--- src/design/kls_pkg.sv ---
// ----------------------------------------------------------------------------
// kls_pkg: shared constants and types for the k-th largest selector
// Widths of the data path, depth of the cell chain and the control word that
// the top level drives into every cell.
// ----------------------------------------------------------------------------
package kls_pkg;

    localparam int MAX_K   = 16;
    localparam int IDX_W   = $clog2(MAX_K);
    localparam int RANK_W  = 5;
    localparam int DATA_W  = 32;

    // Control word broadcast to the whole chain.
    typedef struct packed {
        logic insert;   // insert the incoming word this cycle
        logic clear;    // drop all held values
    } cell_ctrl_t;

endpackage

--- src/design/kls_cell.sv ---
// ----------------------------------------------------------------------------
// kls_cell: one compare-and-shift cell of the sorted chain
// Holds one value of the descending list. On an insert it either keeps its
// value, takes the new word, or takes its left neighbor's value.
// ----------------------------------------------------------------------------
module kls_cell (
    input  logic                                clk,
    input  logic                                rst_n,
    input  kls_pkg::cell_ctrl_t                 ctrl,
    input  logic signed [kls_pkg::DATA_W-1:0]   ins_value,
    input  logic signed [kls_pkg::DATA_W-1:0]   left_value,
    input  logic                                left_valid,
    input  logic                                left_take,
    output logic signed [kls_pkg::DATA_W-1:0]   value,
    output logic                                valid,
    output logic                                take
);

    logic signed [kls_pkg::DATA_W-1:0] value_reg;
    logic signed [kls_pkg::DATA_W-1:0] value_next;
    logic                              valid_reg;
    logic                              valid_next;

    // An empty cell or a held value below the new one opens a slot here.
    // Equal values stay ahead of the new word.
    assign take = !valid_reg || (ins_value > value_reg);

    always_comb
    begin
        value_next = value_reg;
        valid_next = valid_reg;
        if (ctrl.clear)
        begin
            valid_next = 1'b0;
        end
        else if (ctrl.insert && take)
        begin
            // The first taking cell receives the new word; the ones after it
            // shift the list down by one place.
            value_next = left_take ? left_value : ins_value;
            valid_next = left_take ? left_valid : 1'b1;
        end
    end

    always_ff @(posedge clk or negedge rst_n)
    begin
        if (!rst_n)
        begin
            valid_reg <= 1'b0;
        end
        else
        begin
            valid_reg <= valid_next;
        end
    end

    always_ff @(posedge clk)
    begin
        value_reg <= value_next;
    end

    assign value = value_reg;
    assign valid = valid_reg;

endmodule

--- src/design/kth_largest_select.sv ---
// ----------------------------------------------------------------------------
// kth_largest_select: k-th largest value of a streamed signed array
// A chain of compare-and-shift cells keeps the largest values of the array in
// descending order; after the last word the selected rank is reported.
// ----------------------------------------------------------------------------
//
//  Channel   Direction  Signals                        Content
//  s_axis    in         s_tvalid s_tready s_tdata      value, last_item on s_tlast
//                       s_tlast
//  m_axis    out        m_tvalid m_tready m_tdata      kth_value, too_few on m_tuser
//                       m_tuser
//  cfg       in         cfg_we cfg_wdata               rank_k
//
//  One word is inserted into the cell chain per cycle while s_tready is high.
//  After a word with tlast the block enters a report state, in which the chosen cell is read
//  into the output register and the chain is cleared; s_tready is low then.
//  The report state waits while an earlier result still sits unread on m_axis.
//  Reset empties the chain and sets rank_k to 1; no clearing pass is needed.
//
module kth_largest_select (
    input  logic                        clk,
    input  logic                        rst_n,
    input  logic                        s_tvalid,
    output logic                        s_tready,
    input  logic [31:0]                 s_tdata,    // [31:0] value
    input  logic                        s_tlast,
    output logic                        m_tvalid,
    input  logic                        m_tready,
    output logic [31:0]                 m_tdata,    // [31:0] kth_value
    output logic                        m_tuser,    // [0] too_few
    input  logic                        cfg_we,
    input  logic [kls_pkg::RANK_W-1:0]  cfg_wdata
);

    logic [kls_pkg::RANK_W-1:0]             rank_k_reg;
    logic                                   report_reg;
    logic                                   report_next;
    logic                                   out_valid_reg;
    logic                                   out_valid_next;
    logic [31:0]                            out_data_reg;
    logic [31:0]                            out_data_next;
    logic                                   out_few_reg;
    logic                                   out_few_next;

    kls_pkg::cell_ctrl_t                    ctrl;
    logic                                   in_fire;
    logic                                   report_done;
    logic [kls_pkg::IDX_W-1:0]              sel_idx;

    logic signed [kls_pkg::DATA_W-1:0]      cell_value [kls_pkg::MAX_K];
    logic [kls_pkg::MAX_K-1:0]              cell_valid;
    logic [kls_pkg::MAX_K-1:0]              cell_take;

    assign s_tready    = !report_reg;
    assign in_fire     = s_tvalid && s_tready;
    assign report_done = report_reg && (!out_valid_reg || m_tready);

    assign ctrl.insert = in_fire;
    assign ctrl.clear  = report_done;

    // Rank zero reads as the maximum, ranks past the chain as its last cell.
    always_comb
    begin
        if (rank_k_reg == '0)
        begin
            sel_idx = '0;
        end
        else if (rank_k_reg > kls_pkg::RANK_W'(kls_pkg::MAX_K))
        begin
            sel_idx = kls_pkg::IDX_W'(kls_pkg::MAX_K - 1);
        end
        else
        begin
            sel_idx = kls_pkg::IDX_W'(rank_k_reg - kls_pkg::RANK_W'(1));
        end
    end

    genvar gi;
    generate
        for (gi = 0; gi < kls_pkg::MAX_K; gi++)
        begin : g_cell
            if (gi == 0)
            begin : g_head
                kls_cell u_cell (
                    .clk        (clk),
                    .rst_n      (rst_n),
                    .ctrl       (ctrl),
                    .ins_value  (s_tdata),
                    .left_value ('0),
                    .left_valid (1'b1),
                    .left_take  (1'b0),
                    .value      (cell_value[gi]),
                    .valid      (cell_valid[gi]),
                    .take       (cell_take[gi])
                );
            end
            else
            begin : g_body
                kls_cell u_cell (
                    .clk        (clk),
                    .rst_n      (rst_n),
                    .ctrl       (ctrl),
                    .ins_value  (s_tdata),
                    .left_value (cell_value[gi-1]),
                    .left_valid (cell_valid[gi-1]),
                    .left_take  (cell_take[gi-1]),
                    .value      (cell_value[gi]),
                    .valid      (cell_valid[gi]),
                    .take       (cell_take[gi])
                );
            end
        end
    endgenerate

    always_comb
    begin
        report_next    = report_reg;
        out_valid_next = out_valid_reg;
        out_data_next  = out_data_reg;
        out_few_next   = out_few_reg;

        if (out_valid_reg && m_tready)
        begin
            out_valid_next = 1'b0;
        end
        if (in_fire && s_tlast)
        begin
            report_next = 1'b1;
        end
        if (report_done)
        begin
            report_next    = 1'b0;
            out_valid_next = 1'b1;
            // A rank past the number of held values means the array was short.
            out_few_next   = !cell_valid[sel_idx];
            out_data_next  = cell_valid[sel_idx] ? cell_value[sel_idx] : '0;
        end
    end

    always_ff @(posedge clk or negedge rst_n)
    begin
        if (!rst_n)
        begin
            rank_k_reg    <= kls_pkg::RANK_W'(1);
            report_reg    <= 1'b0;
            out_valid_reg <= 1'b0;
        end
        else
        begin
            if (cfg_we)
            begin
                rank_k_reg <= cfg_wdata;
            end
            report_reg    <= report_next;
            out_valid_reg <= out_valid_next;
        end
    end

    always_ff @(posedge clk)
    begin
        out_data_reg <= out_data_next;
        out_few_reg  <= out_few_next;
    end

    assign m_tvalid = out_valid_reg;
    assign m_tdata  = out_data_reg;
    assign m_tuser  = out_few_reg;

    // The held values always fill the chain from its head without gaps.
    a_valid_prefix : assert property (@(posedge clk) disable iff (!rst_n)
        ((cell_valid + kls_pkg::MAX_K'(1)) & cell_valid) == '0)
        else $error("cell chain has a gap in its valid bits");

    a_last_reports : assert property (@(posedge clk) disable iff (!rst_n)
        in_fire && s_tlast |=> report_reg)
        else $error("last word did not start a report");

    a_report_output : assert property (@(posedge clk) disable iff (!rst_n)
        report_done |=> m_tvalid && (cell_valid == '0))
        else $error("report did not load the output and clear the chain");

    a_few_zero : assert property (@(posedge clk) disable iff (!rst_n)
        m_tvalid && m_tuser |-> m_tdata == '0)
        else $error("too_few result carries a nonzero value");

endmodule

--- config.mk ---
export PLATFORM = sky130hd
export DESIGN_NAME = kth_largest_select
export DESIGN_NICKNAME = d
export VERILOG_FILES = /design/src/design/kls_pkg.sv /design/src/design/kls_cell.sv /design/src/design/kth_largest_select.sv
export SDC_FILE = /design/constraint.sdc
export NUM_CORES = 2
export LEC_CHECK = 0
export BUFFER_PORTS_ARGS = -buffer_cell sky130_fd_sc_hd__buf_2
export CAP_MARGIN = 20
export CORE_MARGIN = 5
export CORE_UTILIZATION = 60
export CTS_CLUSTER_SIZE = 10
export DETAILED_ROUTE_END_ITERATION = 12
export PLACE_DENSITY = 0.77
export REMOVE_ABC_BUFFERS = 1
export SKIP_LAST_GASP = 1
export SLEW_MARGIN = 20
export SYNTH_ARGS = -nofsm -noshare
export SYNTH_HDL_FRONTEND = slang
export SYNTH_SLANG_ARGS = --single-unit
--- constraint.sdc ---
create_clock -name clk -period 5.5 [get_ports clk]
set_input_delay 0.825 -clock clk [delete_from_list [all_inputs] [get_ports clk]]
set_output_delay 0.825 -clock clk [all_outputs]
set_load 0.1 [all_outputs]
# Yosys cells after proc, flatten, opt, wreduce, memory -nomap -nowiden
# Index checks and enable logic that the tools add are counted.
# op_classes
add_sub_neg	1
magnitude_cmp	19
muxes	73
bitwise	2
n_reduce_logical	91
# ops
operator	n
$mux W32	17
$gt A32 B32 Y1	16
$bmux W32 S4	1
$mux W1	52
$reduce_bool A2 Y1	18
$reduce_and A2 Y1	16
$logic_and A1 B1 Y1	20
$logic_not A1 Y1	19
$logic_or A1 B1 Y1	17
$mux W4	2
$ge A5 B5 Y1 const B	1
$gt A5 B5 Y1 const B	1
$logic_not A5 Y1	1
$lt A4 B5 Y1 const B	1
$not A4 Y5	1
$bmux W1 S4	1
$sub A4 B1 Y4 const B	1
$not A1 Y1	1
# totals
regBits	568
in_bits	43
output_inout_bits	35
wordCells	223

# Longest topological paths before layout
# depth
word_depth	7
depth_mapped	12
mapped_depth_nobuf	10

# Modules after synthesis
# A second synthesis with hierarchy kept.
# hier_totals
hier_cells	4307
area_unflattened_um2	42442.0
# by_module_without_submodules
mod	instances	cells_each	area_per_inst_um2	seq_area_each_um2
kls_cell (g_cell[0].g_head.u_cell ...)	15	203	2273.4	985.9
kth_largest_select	1	1063	6067.1	1167.4
kls_cell (g_cell[15].g_body.u_cell)	1	199	2273.4	985.9

# Worst setup path before layout
# No wires, ideal clock.
# synth_timing
kind	input -> register
start	input port s_tdata[31]
end	register g_cell[15].g_body.u_cell.value_reg (netlist bit g_cell[15].g_body.u_cell.value[0]) (enable)
setup_ns	0.435
t_arrival_ns	3.966
t_required_ns	5.065
path_slack_ns	1.099
stages	8
cell_sequence	ha_1 > and4_1 > nand2_1 > or4_1 > a211oi_1 > nor3_1 > xnor2_1 > o22ai_1
# synth_via
elab_chain_len	4
# synth_lines
item	line	source
start, declared	kth_largest_select.sv:25	input logic [31:0] s_tdata,
$gt A32 B32 Y1	kls_cell.sv:26	assign take = !valid_reg || (ins_value > value_reg);
$logic_or A1 B1 Y1	kls_cell.sv:26	
$logic_and A1 B1 Y1	kls_cell.sv:36	else if (ctrl.insert && take)
$reduce_and A2 Y1 (no source line)	-	
end signal, assigned	kls_cell.sv:59	value_reg <= value_next;
end, declared	kls_cell.sv:19	logic signed [kls_pkg::DATA_W-1:0] value_reg;
# No other way between the ends.
# A chain may end at the register's enable or synchronous reset.

# Final worst setup path
# layout_timing
start	input port s_tdata[29]
end	register g_cell[7].g_body.u_cell.value_reg (netlist bit g_cell[7].g_body.u_cell.value[10]), data pin
# layout_via
elab_chain_len	3
# layout_lines
item	line	source
$gt A32 B32 Y1	kls_cell.sv:26	
$logic_or A1 B1 Y1	kls_cell.sv:26	
$mux W32	kls_cell.sv:40	value_next = left_take ? left_value : ins_value;
end signal, assigned	kls_cell.sv:59	
end, declared	kls_cell.sv:19	
# No other way between the ends.

==> run_results.csv <==
group,metric,value,unit
drt,detail_route_antenna_nets,0,
finish,largest_register_ffs,480,
finish,post_route_cells_drive_above_1_share,18.7,%
synth,post_synth_most_frequent_cells,"sky130_fd_sc_hd__edfxtp_1 (545), sky130_fd_sc_hd__inv_1 (522), sky130_fd_sc_hd__ha_1 (513)",
finish,multiInputGateArea,21300,sq um
floorplan,die-area,73500,sq um
worst_setup_path,reg2reg_to,"m_tdata[29]",
finish,antenna_cells,0,
floorplan,num_io_pins,78,
drt,dr_iter_0_viols,3006,
worst_setup_path,start_kind,"input pin",
power_and_ir_drop,cell_area_power_density,445,nW/um^2
clock_network,cts_made_buffers,69,
clock_network,tritoncts,"built",
clock_network,clkSlewWorstSetupHoldPaths,60,ps
global_routing,vias_in_the_first_global_route,30600,
sta,finalSetupViolCount,0,
worst_setup_path,cp.required,5850,ps
power_and_ir_drop,power.total,19.8,mW
sta,min_period_over_period,74.7,%
place,place.gp.congestion,0.935,
synth,synthesis.instances,3846,
floorplan,dieWidth,271,um
clock_network,clockBufferDepth,3,
clock_network,clock_tree_root_driver_cell,"sky130_fd_sc_hd__clkbuf_16",
sta,max_frequency,243,MHz
place,place.port_buffers,77,
sta,rsz0062_at_grt,"false",
floorplan,die_height,271,um
finish,regArea,16900,sq um
synth,ys_types,71,
synth,syn_area_per_cell,10.6,sq um
floorplan,core.rowCount,95,
place,dp_worst_setup_slack,871,ps
finish,fillerInstances,5147,
sta,fin_crit,4110,ps
worst_setup_path,arrival,4460,ps
clock_network,postCtsResizedCells,0,
synth,yosys.cell_count.top_type,"sky130_fd_sc_hd__edfxtp_1",
power_and_ir_drop,ir_drop,339,uV
sta,clock-skew-final,27.8,ps
synth,synth_seq_area_share,41.4,%
finish,areaGrowthSynthToFinish,8.57,%
status,run_status,"finished, final reports clean",
global_routing,gr-usage-all-layers,29.0,%
sta,finalWorstSetupSlack,1390,ps
finish,final_area,44400,sq um
worst_setup_path,crit_path_cell_trace,"buf_2 -> buf_4 -> ha_1 -> nand4_1 -> nor3_1 -> nand4_1 -> a21oi_1 -> a211oi_2 -> xnor2_1 -> o21ai_4 -> buf_4 -> mux2_2",
worst_setup_path,criticalPathCategory,"in -> reg",
sta,worst_slew_margin_relative_to_its_limit,26.3,%
global_routing,global_route_wire_length_before_repair,169000,um
clock_network,cts_post_setup_buffers_inserted,0,
synth,yosys_register_bits,568,
clock_network,cts.sink_count,568,
floorplan,core_area,67400,sq um
worst_setup_path,critical_path.n_buffers_inverters,3,
drt,avgRoutedWirePerCell,22.7,um
global_routing,antenna_violations_before_repair,2,
global_routing,grt_start_max_net_pins,100,
clock_network,cts_hold_repair.buffers,0,
worst_setup_path,crit_slowest_cell,"sky130_fd_sc_hd__nor3_1",
synth,post-synth-top-area-cell,"sky130_fd_sc_hd__edfxtp_1",
worst_setup_path,setup.worst_path.end_class,"register",
worst_setup_path,regToRegSetupSlack,1450,ps
finish,final_nets,4467,
worst_setup_path,critical_path.top_delay_family,"buffers and inverters",
synth,yosysWarnings,0,
global_routing,gr-total-overflow,0,
worst_setup_path,cp_slowest_stage_delay,580,ps
power_and_ir_drop,leakage,19.9,nW
drt,vias_per_cell,6.30,
synth,synth_top_area_share,40.0,%
place,placedInstanceArea,42500,sq um
synth,edff_count_synth,545,
synth,yosys_most_used_dff,"sky130_fd_sc_hd__edfxtp_1",
worst_setup_path,timing.critical_path.fanout_max,18,
drt,detail_route.drc_violations,0,
drt,routed-via-count,30300,
flow_run,drv_cap,0,
drt,postRouteWirelength,109000,um
sta,worstMarginPinSlew,1110,ps
min_path,timing.hold.worst.class,"in -> async",
worst_setup_path,r2r-start,"rank_k_reg[0]",
sta,number_of_slew_limit_violations_in_the_final_report,0,
clock_network,clock_latency_on_the_worst_skew_pair,610,ps
synth,synth.top_cells.by_area,"sky130_fd_sc_hd__edfxtp_1 (40%), sky130_fd_sc_hd__ha_1 (16%), sky130_fd_sc_hd__mux2_2 (10%)",
place,dp_hpwl,82000,um
synth,asyncSetResetFlopFracSynth,4.05,%
clock_network,count_of_h_tree_levels_built_during_cts,3,
drt,detailedRoute.firstPassIterationCount,7,
sta,hold_viol,0,
synth,mappedNetlistArea,40900,sq um
worst_setup_path,r2r.worst_path.cells,10,
floorplan,initial_utilization,60.7,%
placed cells by master, fill, tap and decap left out, types with 31 or more instances in the layout:
| cell type | Yosys | layout |
|---|---|---|
| sky130_fd_sc_hd__edfxtp_1 | 545 | 545 |
| sky130_fd_sc_hd__inv_1 | 522 | 521 |
| sky130_fd_sc_hd__ha_1 | 513 | 513 |
| sky130_fd_sc_hd__mux2_2 | 365 | 365 |
| sky130_fd_sc_hd__a21oi_1 | 228 | 226 |
| sky130_fd_sc_hd__nand2_1 | 211 | 211 |
| sky130_fd_sc_hd__nor2_1 | 204 | 203 |
| sky130_fd_sc_hd__o21ai_0 | 187 | 186 |
| sky130_fd_sc_hd__a21o_1 | 153 | 153 |
| sky130_fd_sc_hd__nand4_1 | 117 | 117 |
| sky130_fd_sc_hd__o211ai_1 | 111 | 111 |
| sky130_fd_sc_hd__nor3_1 | 107 | 107 |
| sky130_fd_sc_hd__mux2_4 | 89 | 89 |
| sky130_fd_sc_hd__buf_4 | 5 | 82 |
| sky130_fd_sc_hd__buf_2 | 66 | 77 |
| sky130_fd_sc_hd__clkbuf_16 | 0 | 71 |
| sky130_fd_sc_hd__o221ai_1 | 31 | 31 |
per-stage QoR:
step | hold slack, ps | TNS, ps | utilization (%) | std cells
floorplan | 529 | -96250 | - | 3675
global placement | 515 | 0 | 63.0 | 4712
detailed placement | 518 | 0 | 63.0 | 4713
CTS | 282 | 0 | 65.9 | 4818
global route | 318 | 0 | 65.9 | 4818
finish | 302 | 0 | 65.9 | 4818
report_power, final:
group	leakage (nW)	internal (mW)	total, mW	switching [mW]
Combinational	13.4	3.42	7.90	4.48
Clock	0.943	2.38	4.19	1.81
Sequential	5.56	6.74	7.70	0.959
how the worst max path moves through the flow:
stage / from / to / slack, ps / cells after the start
floorplan: rank_k_reg[0] / m_tdata[10] / -2970 / 9
global placement: s_tdata[29] / g_cell[7].g_body.u_cell.value[9] / 940 / 12
detailed placement: s_tdata[29] / g_cell[7].g_body.u_cell.value[12] / 870 / 12
CTS: s_tdata[29] / g_cell[7].g_body.u_cell.value[12] / 1480 / 12
global route: rank_k_reg[0] / m_tdata[0] / 1340 / 10
finish: s_tdata[29] / g_cell[7].g_body.u_cell.value[10] / 1390 / 12
worst reg2reg max path, cell delays in order (launching register included):
cell,delay (ps)
sky130_fd_sc_hd__dfstp_2,370
sky130_fd_sc_hd__inv_1,110
sky130_fd_sc_hd__ha_1,300
sky130_fd_sc_hd__nor3b_2,400
sky130_fd_sc_hd__maj3_4,820
sky130_fd_sc_hd__buf_4,590
sky130_fd_sc_hd__mux2i_1,300
sky130_fd_sc_hd__o21ai_1,90
sky130_fd_sc_hd__nand4_1,120
sky130_fd_sc_hd__buf_4,430
sky130_fd_sc_hd__a21oi_1,220
per-layer routing:
layer | vias up | track usage [%] | wire length [um]
li1 | 14200 | - | -
met1 | 14600 | 38.8 | 45000
met2 | 1191 | 47.3 | 50300
met3 | 243 | 5.09 | 9340
met4 | 4 | 11.7 | 4600
met5 | - | 0 | 18
layout make-up:
| cell class | instances | share of cell area, % |
|---|---|---|
| clock buffers | 98 | 4.30 |
| repair buffers | 165 | 2.54 |
| multi-input cells | 2585 | 48.1 |
| well taps | 873 | 2.46 |
| clock inverters | 7 | 0.0761 |
| inverters | 522 | 4.41 |
| flip-flops and latches | 568 | 38.1 |
kinds of logic (layout without fill, tap and decap cells):
kind of cell,Yosys count,in the layout,synth area share (%)
AO/OA/AOI/OAI,830,830,13.1
XOR/XNOR,4,4,0.0856
adder cells (fa/ha/maj),514,514,15.7
buffers and inverters,693,792,6.88
flip-flops,568,568,41.4
multiplexers,486,486,14.2
AND/OR/NAND/NOR,751,751,8.67
(Power assumes the default switching activity.)
